## config.mk

```make
export PLATFORM = sky130hd
export DESIGN_NAME = calendar_add_minutes
export DESIGN_NICKNAME = d
export VERILOG_FILES = /design/src/cam_pkg.sv /design/src/calendar_add_minutes.sv /design/src/cam_div.sv /design/src/cam_date.sv
export SDC_FILE = /design/constraint.sdc
export NUM_CORES = 1
export LEC_CHECK = 0
export BUFFER_PORTS_ARGS = -buffer_cell sky130_fd_sc_hd__buf_2
export CORE_MARGIN = 4
export CORE_UTILIZATION = 59
export CTS_BUF_LIST = sky130_fd_sc_hd__clkbuf_16
export CTS_CLUSTER_SIZE = 28
export DETAILED_ROUTE_END_ITERATION = 16
export HOLD_SLACK_MARGIN = 0.08
export PLACE_DENSITY = 0.89
export SYNTH_ARGS = -nofsm -noshare
export SYNTH_HDL_FRONTEND = slang
export SYNTH_HIERARCHICAL = 1
export SYNTH_SLANG_ARGS = --single-unit
```

## constraint.sdc

```tcl
create_clock -name i_clk -period 6 [get_ports i_clk]
set_input_delay 0.6 -clock i_clk [delete_from_list [all_inputs] [get_ports i_clk]]
set_output_delay 0.6 -clock i_clk [all_outputs]
set_load 0.005 [all_outputs]
```

## src/cam_pkg.sv

```systemverilog
// Shared constants, types and the month length function for calendar_add_minutes.
package cam_pkg;

    localparam int DEF_ADD_MINUTES_BITS = 16;

    // Width of the step constants that the shared subtractor takes; 1440 fits in 11 bits.
    localparam int DIV_W = 11;

    localparam logic [DIV_W-1:0] MIN_PER_DAY  = DIV_W'(24 * 60);
    localparam logic [DIV_W-1:0] MIN_PER_HOUR = DIV_W'(60);

    localparam logic [4:0] MONTH_LEN [12] = '{
        5'd31, 5'd28, 5'd31, 5'd30, 5'd31, 5'd30,
        5'd31, 5'd31, 5'd30, 5'd31, 5'd30, 5'd31
    };

    localparam logic [3:0] MONTH_FEB = 4'd2;
    localparam logic [3:0] MONTH_DEC = 4'd12;

    typedef struct packed {
        logic [6:0] year;
        logic [3:0] month;
        logic [4:0] day;
    } t_date;

    typedef struct packed {
        logic load;
        logic step;
    } t_date_cmd;

    // Days in a month; months outside one to twelve count as 31 days.
    function automatic logic [4:0] month_days(input logic [3:0] month, input logic leap);
        logic [4:0] len;
        len = 5'd31;
        if (month == MONTH_FEB) begin
            len = leap ? 5'd29 : 5'd28;
        end else if (month >= 4'd1 && month <= MONTH_DEC) begin
            len = MONTH_LEN[month - 4'd1];
        end
        return len;
    endfunction

endpackage

```

## src/calendar_add_minutes.sv

```systemverilog
// Top level of calendar_add_minutes: sequencer, input capture and result register.
// Adds a minute count to a date and time whose year means 2000 plus the year. A month
// or day of zero counts as one, and the second is copied through. The total minute
// count (hour times 60, plus minute, plus i_add_minutes) is loaded into one shared
// compare-and-subtract unit. While the count still holds a whole day, each cycle takes
// 1440 off it and steps the date by one day through the month lengths with the
// Gregorian leap rule; then each cycle takes 60 off the minute of day and counts the
// hour, and what is left is the minute. The day loop steps once per whole day and the
// hour loop once per hour, and a result that waits on i_stall holds the sequencer in
// S_DONE until the result register is free. While an item is in work o_stall stays
// high; a finished result sits in the output register until its transfer, and the
// next item may be taken meanwhile.
module calendar_add_minutes #(
    parameter int ADD_MINUTES_BITS = cam_pkg::DEF_ADD_MINUTES_BITS
) (
    input  logic                        i_clk,
    input  logic                        i_rst_n,
    input  logic                        i_valid,
    output logic                        o_stall,
    input  logic [6:0]                  i_base_year,
    input  logic [3:0]                  i_base_month,
    input  logic [4:0]                  i_base_day,
    input  logic [4:0]                  i_base_hour,
    input  logic [5:0]                  i_base_minute,
    input  logic [5:0]                  i_base_second,
    input  logic [ADD_MINUTES_BITS-1:0] i_add_minutes,
    output logic                        o_valid,
    input  logic                        i_stall,
    output logic [6:0]                  o_new_year,
    output logic [3:0]                  o_new_month,
    output logic [4:0]                  o_new_day,
    output logic [4:0]                  o_new_hour,
    output logic [5:0]                  o_new_minute,
    output logic [5:0]                  o_new_second
);
    import cam_pkg::*;

    // The hour and minute fields add at most 1923, which needs DIV_W bits.
    localparam int TOT_W = ((ADD_MINUTES_BITS > DIV_W) ? ADD_MINUTES_BITS : DIV_W) + 1;

    typedef enum logic [1:0] {
        S_IDLE,
        S_DAY,
        S_HOUR,
        S_DONE
    } t_state;

    t_state              r_state;
    logic [4:0]          r_hour;
    logic [5:0]          r_second;
    logic                r_out_valid;
    logic [6:0]          r_out_year;
    logic [3:0]          r_out_month;
    logic [4:0]          r_out_day;
    logic [4:0]          r_out_hour;
    logic [5:0]          r_out_minute;
    logic [5:0]          r_out_second;

    logic                accept;
    logic                out_free;
    logic [TOT_W-1:0]    total;
    t_date               base;
    t_date               cur_date;
    t_date_cmd           date_cmd;

    logic                div_sub;
    logic [DIV_W-1:0]    div_divisor;
    logic                div_ge;
    logic [TOT_W-1:0]    div_rem;

    assign o_stall  = (r_state != S_IDLE);
    assign accept   = i_valid && !o_stall;
    // The result register can take a new result when empty or when its transfer
    // completes at this edge.
    assign out_free = !r_out_valid || !i_stall;

    always_comb begin
        total = TOT_W'(i_base_hour) * TOT_W'(MIN_PER_HOUR)
              + TOT_W'(i_base_minute)
              + TOT_W'(i_add_minutes);

        base.year  = i_base_year;
        base.month = (i_base_month == 4'd0) ? 4'd1 : i_base_month;
        base.day   = (i_base_day == 5'd0) ? 5'd1 : i_base_day;

        // The day loop takes whole days off the count, the hour loop whole hours.
        div_divisor = (r_state == S_HOUR) ? MIN_PER_HOUR : MIN_PER_DAY;
        div_sub     = (r_state == S_DAY) || (r_state == S_HOUR);

        date_cmd.load = accept;
        date_cmd.step = (r_state == S_DAY) && div_ge;
    end

    cam_div #(
        .DVD_W (TOT_W)
    ) u_div (
        .i_clk     (i_clk),
        .i_rst_n   (i_rst_n),
        .i_load    (accept),
        .i_value   (total),
        .i_sub     (div_sub),
        .i_divisor (div_divisor),
        .o_ge      (div_ge),
        .o_rem     (div_rem)
    );

    cam_date u_date (
        .i_clk   (i_clk),
        .i_rst_n (i_rst_n),
        .i_cmd   (date_cmd),
        .i_base  (base),
        .o_date  (cur_date)
    );

    always_ff @(posedge i_clk) begin
        if (!i_rst_n) begin
            r_state     <= S_IDLE;
            r_out_valid <= 1'b0;
        end else begin
            // In S_DONE a free result register is always refilled below.
            if (r_out_valid && !i_stall && (r_state != S_DONE)) begin
                r_out_valid <= 1'b0;
            end
            unique case (r_state)
                S_IDLE: begin
                    if (accept) begin
                        r_second <= i_base_second;
                        r_hour   <= '0;
                        r_state  <= S_DAY;
                    end
                end
                S_DAY: begin
                    if (!div_ge) begin
                        r_state <= S_HOUR;
                    end
                end
                S_HOUR: begin
                    // The minute of day is below 1440, so the hour stays below 24.
                    if (div_ge) begin
                        r_hour <= r_hour + 5'd1;
                    end else begin
                        r_state <= S_DONE;
                    end
                end
                S_DONE: begin
                    if (out_free) begin
                        r_out_valid  <= 1'b1;
                        r_out_year   <= cur_date.year;
                        r_out_month  <= cur_date.month;
                        r_out_day    <= cur_date.day;
                        r_out_hour   <= r_hour;
                        r_out_minute <= div_rem[5:0];
                        r_out_second <= r_second;
                        r_state      <= S_IDLE;
                    end
                end
                default: begin
                    r_state <= S_IDLE;
                end
            endcase
        end
    end

    assign o_valid      = r_out_valid;
    assign o_new_year   = r_out_year;
    assign o_new_month  = r_out_month;
    assign o_new_day    = r_out_day;
    assign o_new_hour   = r_out_hour;
    assign o_new_minute = r_out_minute;
    assign o_new_second = r_out_second;

`ifndef SYNTHESIS
    a_day_subtract: assert property (@(posedge i_clk) disable iff (!i_rst_n)
        (r_state == S_DAY && div_ge) |=> (div_rem == $past(div_rem) - TOT_W'(MIN_PER_DAY)))
        else $error("day loop did not take one day off the count");

    a_hour_rem_range: assert property (@(posedge i_clk) disable iff (!i_rst_n)
        (r_state == S_HOUR) |-> (div_rem < TOT_W'(MIN_PER_DAY)))
        else $error("minute of day out of range in the hour loop");

    a_minute_rem_range: assert property (@(posedge i_clk) disable iff (!i_rst_n)
        (r_state == S_DONE) |-> (div_rem < TOT_W'(MIN_PER_HOUR)))
        else $error("minute out of range at the end of the hour loop");

    a_time_in_range: assert property (@(posedge i_clk) disable iff (!i_rst_n)
        o_valid |-> (o_new_hour <= 5'd23 && o_new_minute <= 6'd59))
        else $error("result time of day out of range");

    a_date_nonzero: assert property (@(posedge i_clk) disable iff (!i_rst_n)
        o_valid |-> (o_new_month != 4'd0 && o_new_day != 5'd0))
        else $error("result month or day is zero");
`endif

endmodule

```

## src/cam_div.sv

```systemverilog
// Shared compare-and-subtract unit that takes a constant step off a minute count.
module cam_div #(
    parameter int DVD_W = 17
) (
    input  logic                      i_clk,
    input  logic                      i_rst_n,
    input  logic                      i_load,
    input  logic [DVD_W-1:0]          i_value,
    input  logic                      i_sub,
    input  logic [cam_pkg::DIV_W-1:0] i_divisor,
    output logic                      o_ge,
    output logic [DVD_W-1:0]          o_rem
);
    import cam_pkg::*;

    logic [DVD_W-1:0] r_rem;

    logic [DVD_W-1:0] dvs;
    logic             ge;

    always_comb begin
        dvs = DVD_W'(i_divisor);
        ge  = (r_rem >= dvs);
    end

    // A subtraction only happens while the remainder still holds a whole step.
    always_ff @(posedge i_clk) begin
        if (!i_rst_n) begin
            r_rem <= '0;
        end else if (i_load) begin
            r_rem <= i_value;
        end else if (i_sub && ge) begin
            r_rem <= r_rem - dvs;
        end
    end

    assign o_ge  = ge;
    assign o_rem = r_rem;

endmodule

```

## src/cam_date.sv

```systemverilog
// Date register with a one-day step unit and incremental leap-year tracking.
module cam_date (
    input  logic               i_clk,
    input  logic               i_rst_n,
    input  cam_pkg::t_date_cmd i_cmd,
    input  cam_pkg::t_date     i_base,
    output cam_pkg::t_date     o_date
);
    import cam_pkg::*;

    // The full year is 2000 plus the offset; 2000 is a multiple of 400, so the
    // residues below start from the offset itself and follow every increment.
    logic [1:0] r_mod4;
    logic [6:0] r_mod100;
    logic [8:0] r_mod400;
    t_date      r_date;

    logic       leap;
    logic [4:0] len;

    always_comb begin
        leap = ((r_mod4 == 2'd0) && (r_mod100 != 7'd0)) || (r_mod400 == 9'd0);
        len  = month_days(r_date.month, leap);
    end

    always_ff @(posedge i_clk) begin
        if (!i_rst_n) begin
            r_date   <= '0;
            r_mod4   <= '0;
            r_mod100 <= '0;
            r_mod400 <= '0;
        end else if (i_cmd.load) begin
            r_date   <= i_base;
            r_mod4   <= i_base.year[1:0];
            r_mod100 <= (i_base.year >= 7'd100) ? i_base.year - 7'd100 : i_base.year;
            r_mod400 <= {2'b00, i_base.year};
        end else if (i_cmd.step) begin
            if (r_date.day < len) begin
                r_date.day <= r_date.day + 5'd1;
            end else begin
                r_date.day <= 5'd1;
                if (r_date.month < MONTH_DEC) begin
                    r_date.month <= r_date.month + 4'd1;
                end else begin
                    r_date.month <= 4'd1;
                    r_date.year  <= r_date.year + 7'd1;
                    r_mod4       <= r_mod4 + 2'd1;
                    r_mod100     <= (r_mod100 == 7'd99) ? 7'd0 : r_mod100 + 7'd1;
                    r_mod400     <= (r_mod400 == 9'd399) ? 9'd0 : r_mod400 + 9'd1;
                end
            end
        end
    end

    assign o_date = r_date;

endmodule

```

Yosys cells after proc, flatten, opt, wreduce, memory -nomap -nowiden
Memories as Yosys holds them, arrays and structs flattened.
Index checks and enable logic that the tools add are counted.
{"block": "classes", "addsub": 12, "mul": 1, "n_lt_le_gt_ge": 7, "n_eq_ne": 14, "mux": 42, "bitwise": 4, "reduce_logical": 31}
{"op": "$mux W7", "count": 11}
{"op": "$mux W5", "count": 8}
{"op": "$mux W17", "count": 2}
{"op": "$mux W16", "count": 2}
{"op": "$mux W11", "count": 2}
{"op": "$add A12 B16 Y17", "count": 1}
{"op": "$ge A17 B11 Y1", "count": 1}
{"op": "$sub A17 B11 Y17", "count": 1}
{"op": "$mux W2", "count": 8}
{"op": "$ne A2 B2 Y1 const B", "count": 8}
{"op": "$add A7 B1 Y7 const B", "count": 2}
{"op": "$add A11 B6 Y12", "count": 1}
{"op": "$reduce_and A3 Y1", "count": 4}
{"op": "$add A5 B1 Y5 const B", "count": 2}
{"op": "$pmux W5 S2", "count": 1}
{"op": "$add A9 B1 Y9 const B", "count": 1}
{"op": "$eq A9 B9 Y1 const B", "count": 1}
{"op": "$logic_not A9 Y1", "count": 1}
{"op": "$mul A5 B4 Y9 const B", "count": 1}
{"op": "$mux W9", "count": 1}
{"op": "$mux W4", "count": 2}
{"op": "$pmux W2 S4", "count": 1}
{"op": "$reduce_and A4 Y1", "count": 2}
{"op": "$reduce_bool A2 Y1", "count": 4}
{"op": "other kinds (26)", "count": 43}
{"block": "word_totals", "register_bits": 98, "rom_bits": 80, "inputBits": 53, "output_inout_bits": 35, "word_cells": 130, "n_memories": 1}
{"memory": "(no name shown)", "depth": 16, "word_bits": 5, "rd": 1, "rd_ports_with_merged_regs": 0, "wr": 0, "line": "cam_pkg.sv:38", "text": "len = MONTH_LEN[month - 4'd1];"}

Depth between registers and ports, before layout
{"block": "logic_depth", "ltp_word": 11, "mapped_depth": 20, "ltp_nobuf": 19}

Cells and area by module
The synthesis kept the hierarchy.
{"mod": "calendar_add_minutes", "n_inst": 1, "cells_each": 267, "area_per_inst_um2": 2994.1, "seq_area_each_um2": 1381.3}
{"mod": "cam_date", "n_inst": 1, "cells_each": 304, "area_per_inst_um2": 2537.4, "seq_area_each_um2": 680.7}
{"mod": "cam_div", "n_inst": 1, "cells_each": 182, "area_per_inst_um2": 1358.8, "seq_area_each_um2": 340.3}

Least setup slack after synthesis
No wires, ideal clock.
{"block": "synth_path", "path_type": "input port to flip-flop", "start": "input port i_base_hour[2]", "end": "register u_div.r_rem[15] (netlist: u_div/o_rem[15])", "setup_ns": 0.133, "t_arrival_ns": 4.350, "t_required_ns": 5.867, "setup_slack_ns": 1.517, "cell_stages": 20, "path_buffers": 1, "cell_sequence": "inv_1 fa_1 fa_1 inv_1 ha_1 nor2b_1 o21ai_1 a21boi_1 or4_1 nand3_1 ha_1 ha_1 buf_2 a21oi_1 nor2b_1 a311oi_1 nand2b_1 xnor2_1 o21ai_0 a21oi_1"}
{"block": "synth_between", "elab_chain_cells": 4}
{"item": "start, declared", "line": "calendar_add_minutes.sv:23", "text": "input logic [4:0] i_base_hour,"}
{"item": "$mul A5 B4 Y9", "line": "calendar_add_minutes.sv:78", "text": "total = TOT_W'(i_base_hour) * TOT_W'(MIN_PER_HOUR)"}
{"item": "$add A11 B6 Y12", "line": "calendar_add_minutes.sv:79", "text": "+ TOT_W'(i_base_minute)"}
{"item": "$add A12 B16 Y17", "line": "calendar_add_minutes.sv:80", "text": "+ TOT_W'(i_add_minutes);"}
{"item": "net total[15]", "line": "calendar_add_minutes.sv:61", "text": "logic [TOT_W-1:0] total;"}
{"item": "$mux W17", "line": "cam_div.sv:30", "text": "end else if (i_load) begin"}
{"item": "end signal, assigned", "line": "cam_div.sv:31", "text": "r_rem <= i_value;"}
{"item": "end signal, assigned", "line": "cam_div.sv:33", "text": "r_rem <= r_rem - dvs;"}
{"item": "end, declared", "line": "cam_div.sv:16", "text": "logic [DVD_W-1:0] r_rem;"}
The timed path passes the listed nets, and every way through them passes these cells.
A chain may end at the register's enable or synchronous reset.

==> flow_summary.json <==
{
  "wl_met3_um": 1222,
  "fmax_mhz": 207.7,
  "drv_cap": 0,
  "dp_slack_ns": 1.138,
  "avgViaCountPerCell": 6.046,
  "vdd_drop_max_mv": 0.2663,
  "path_max_fanout": 26,
  "n_antenna_cell": 0,
  "finalCritPeriodShare_pct": 80.24,
  "ys_warn_count": 6,
  "fp-row-count": 39,
  "grt_pass1_vias": 5426,
  "yosysMostFrequentCell": "inv_1",
  "relSlewSlack_pct": 30.72,
  "hold_class": "register to register",
  "synth.distinct_cells": 79,
  "setup_slack_ns": 1.185,
  "start_util_pct": 60.34,
  "ant_nets": 0,
  "clk_latency_ns": 0.35,
  "r2r_cells": 16,
  "cts_tree": "done",
  "ctsRootBufferMaster": "clkbuf_16",
  "synth_edf_count": 44,
  "critical_path_class": "register to register",
  "synth_area_um2": 6890,
  "place.detailed.hpwl_um": 11160,
  "critical_path_arrival_ns": 5.06,
  "timing.setup.tns_ns": 0,
  "hold_violations": 0,
  "synthFlopType": "dfxtp_1",
  "status": "completed",
  "maxSlewViolCount": 0,
  "crit_path_start_kind": "register",
  "min_period_ns": 4.815,
  "area_delta_synth_final_pct": 10.55,
  "yosys-top-cells-area": "edfxtp_1 (19%), dfxtp_1 (16%), ha_1 (11%)",
  "yosysSeqAreaShare_pct": 34.86,
  "whs_path_depth": 0,
  "rsz0062_at_grt": "no",
  "die_area_um2": 13470,
  "synth_top_cells_by_count": "inv_1 (70), a21oi_1 (68), ha_1 (61)",
  "io_pins": 88,
  "core_um2": 11420,
  "total_power_w": 0.003232,
  "dr.pass1.iters": 5,
  "ctsResizeCount": 0,
  "cts_max_level": 3,
  "overflow": 0,
  "p_leak_nw": 3.183,
  "drive_above_1_share_pct": 17.21,
  "numCtsBuffers": 9,
  "final_util_pct": 66.71,
  "final_cell_area_um2": 7617,
  "ys_ff_latch": 98,
  "die_w_um": 116.1,
  "clk_pin_slew_ns": 0.07,
  "synth.top_cell.area_share_pct": 19.18,
  "num_vias": 5889,
  "portBuffers": 87,
  "finalSetupViolCount": 0,
  "drcViolationCount": 0,
  "cts_setup_buffers": 0,
  "final_nets": 953,
  "gp_congestion": 0.8979,
  "cts.hold.buffers_added": 0,
  "route.met2.wl_um": 7078,
  "die_h_um": 116.1,
  "cts_buffer_depth": 2,
  "grt_pass1_wl_um": 25090,
  "antenna_found_initial": 0,
  "syn_avg_cell_area_um2": 9.151,
  "tightest_slew_ns": 1.037,
  "wl_met1_um": 6751,
  "top_layer": "met4",
  "drt_iter0_drc": 618,
  "synth_top_area_cell": "edfxtp_1",
  "grt_max_degree": 45,
  "end_kind": "register",
  "avgRoutedWirePerCell_um": 15.76,
  "grt_usage_pct": 22.94,
  "wl_um": 15350,
  "power_density_nw_per_um2": 424.4,
  "syn_inst": 753,
  "clock_sinks": 98,
  "synth_async_sr_flop_share_pct": 0,
  "skew_ns": 0.006861,
  "dpl_cell_area_um2": 7341,
  "required_ns": 6.25
}
final timing paths:
check	startpoint	to	slack, ns
worst max-delay path	r_state[0]	u_date/r_mod400[8]	1.19
worst min-delay path	r_second[2]	o_new_second[2]	0.42
worst max register to register	r_state[0]	u_date/r_mod400[8]	1.19
worst min register to register	r_second[2]	o_new_second[2]	0.42
registers in the layout (all words and copies together), names as in the netlist:
| name | cells |
|---|---|
| r_hour | 5 |
| r_state | 2 |
| u_date/r_mod100 | 7 |
| u_div/o_rem | 17 |
| o_new_second | 6 |
| u_date/r_mod4 | 2 |
| o_new_minute | 6 |
| o_new_hour | 5 |
| r_second | 6 |
| u_date/o_date | 16 |
| u_date/r_mod400 | 9 |
| o_new_month | 4 |
| o_new_day | 5 |
| o_new_year | 7 |
| o_valid | 1 |
stage by stage:
step / hold slack (ns) / cells
floorplan: 0.4003 / 757
global placement: 0.4005 / 958
detailed placement: 0.4045 / 958
CTS: 0.4200 / 974
global route: 0.4186 / 974
finish: 0.4206 / 974
cell families after synthesis:
family | share of synthesized area [%]
AND/OR/NAND/NOR | 16.32
XOR/XNOR | 4.449
AO/OA/AOI/OAI | 19.99
flip-flops | 34.86
adder cells (fa/ha/maj) | 14.85
multiplexers | 2.052
other | 0.1090
buffers and inverters | 7.354
cell usage in the layout (no fill, tap or decap), types with 4 or more instances in the layout:
master     count
o21ai_0       44
nand3b_1       4
or4_1          4
or2_2          6
ha_1          61
nor3_1        23
nand4_1        8
o21ai_1        4
fa_1          13
o211ai_1       5
a21oi_1       67
and3_1        11
xnor2_1       24
dfxtp_1       54
o41ai_1        5
or3_1          5
clkbuf_16      9
nor2b_1       11
nand2b_1       5
and2_1         7
nand3_1       24
inv_6          4
o2111ai_1      5
o31ai_1        5
edfxtp_1      44
nand2_1       50
inv_1         70
xor2_1        11
buf_4          6
a211oi_1      12
conb_1         6
a41oi_1        4
a21oi_2        5
a311oi_1       6
a31oi_1        5
buf_2         87
nor2_1        40
mux2i_1       13
per-layer routing:
| layer | GRT usage [%] | vias up |
|---|---|---|
| met1 | 31.06 | 2730 |
| met4 | 6.961 | 0 |
| met5 | 0 | - |
| met2 | 37.28 | 260 |
| met3 | 4.648 | 30 |
| li1 | - | 2869 |
worst max-delay path, stage by stage, from the launching register on:
cell and delay [ns]:
dfxtp_1 0.36, inv_1 0.08, ha_1 0.26, inv_1 0.23, inv_1 0.08, ha_1 0.40
nand3_1 0.13, a211o_1 0.28, a31oi_1 0.37, nor3_1 0.19, inv_1 0.12, and2_1 0.21
inv_1 0.16, or3_1 0.60, a21oi_4 0.69, a41oi_1 0.21, a311oi_1 0.33
cell type report:
type | instances | area [um^2]
timing repair buffer | 93 | 480.5
clock inverter | 7 | 51.30
sequential | 98 | 2402
clock buffer | 9 | 225.2
multi-input combinational | 553 | 4013
tap | 143 | 178.9
inverter | 71 | 266.5
fill | 901 | 3801
power by group:
part	total, W	internal (W)	leakage [nW]	switching [W]
clock	0.000552	0.000285	0.135	0.000267
sequential	0.00102	0.000862	0.852	0.000154
combinational	0.00166	0.000677	2.20	0.000987
No activity file was read; power rests on OpenSTA's default activity.
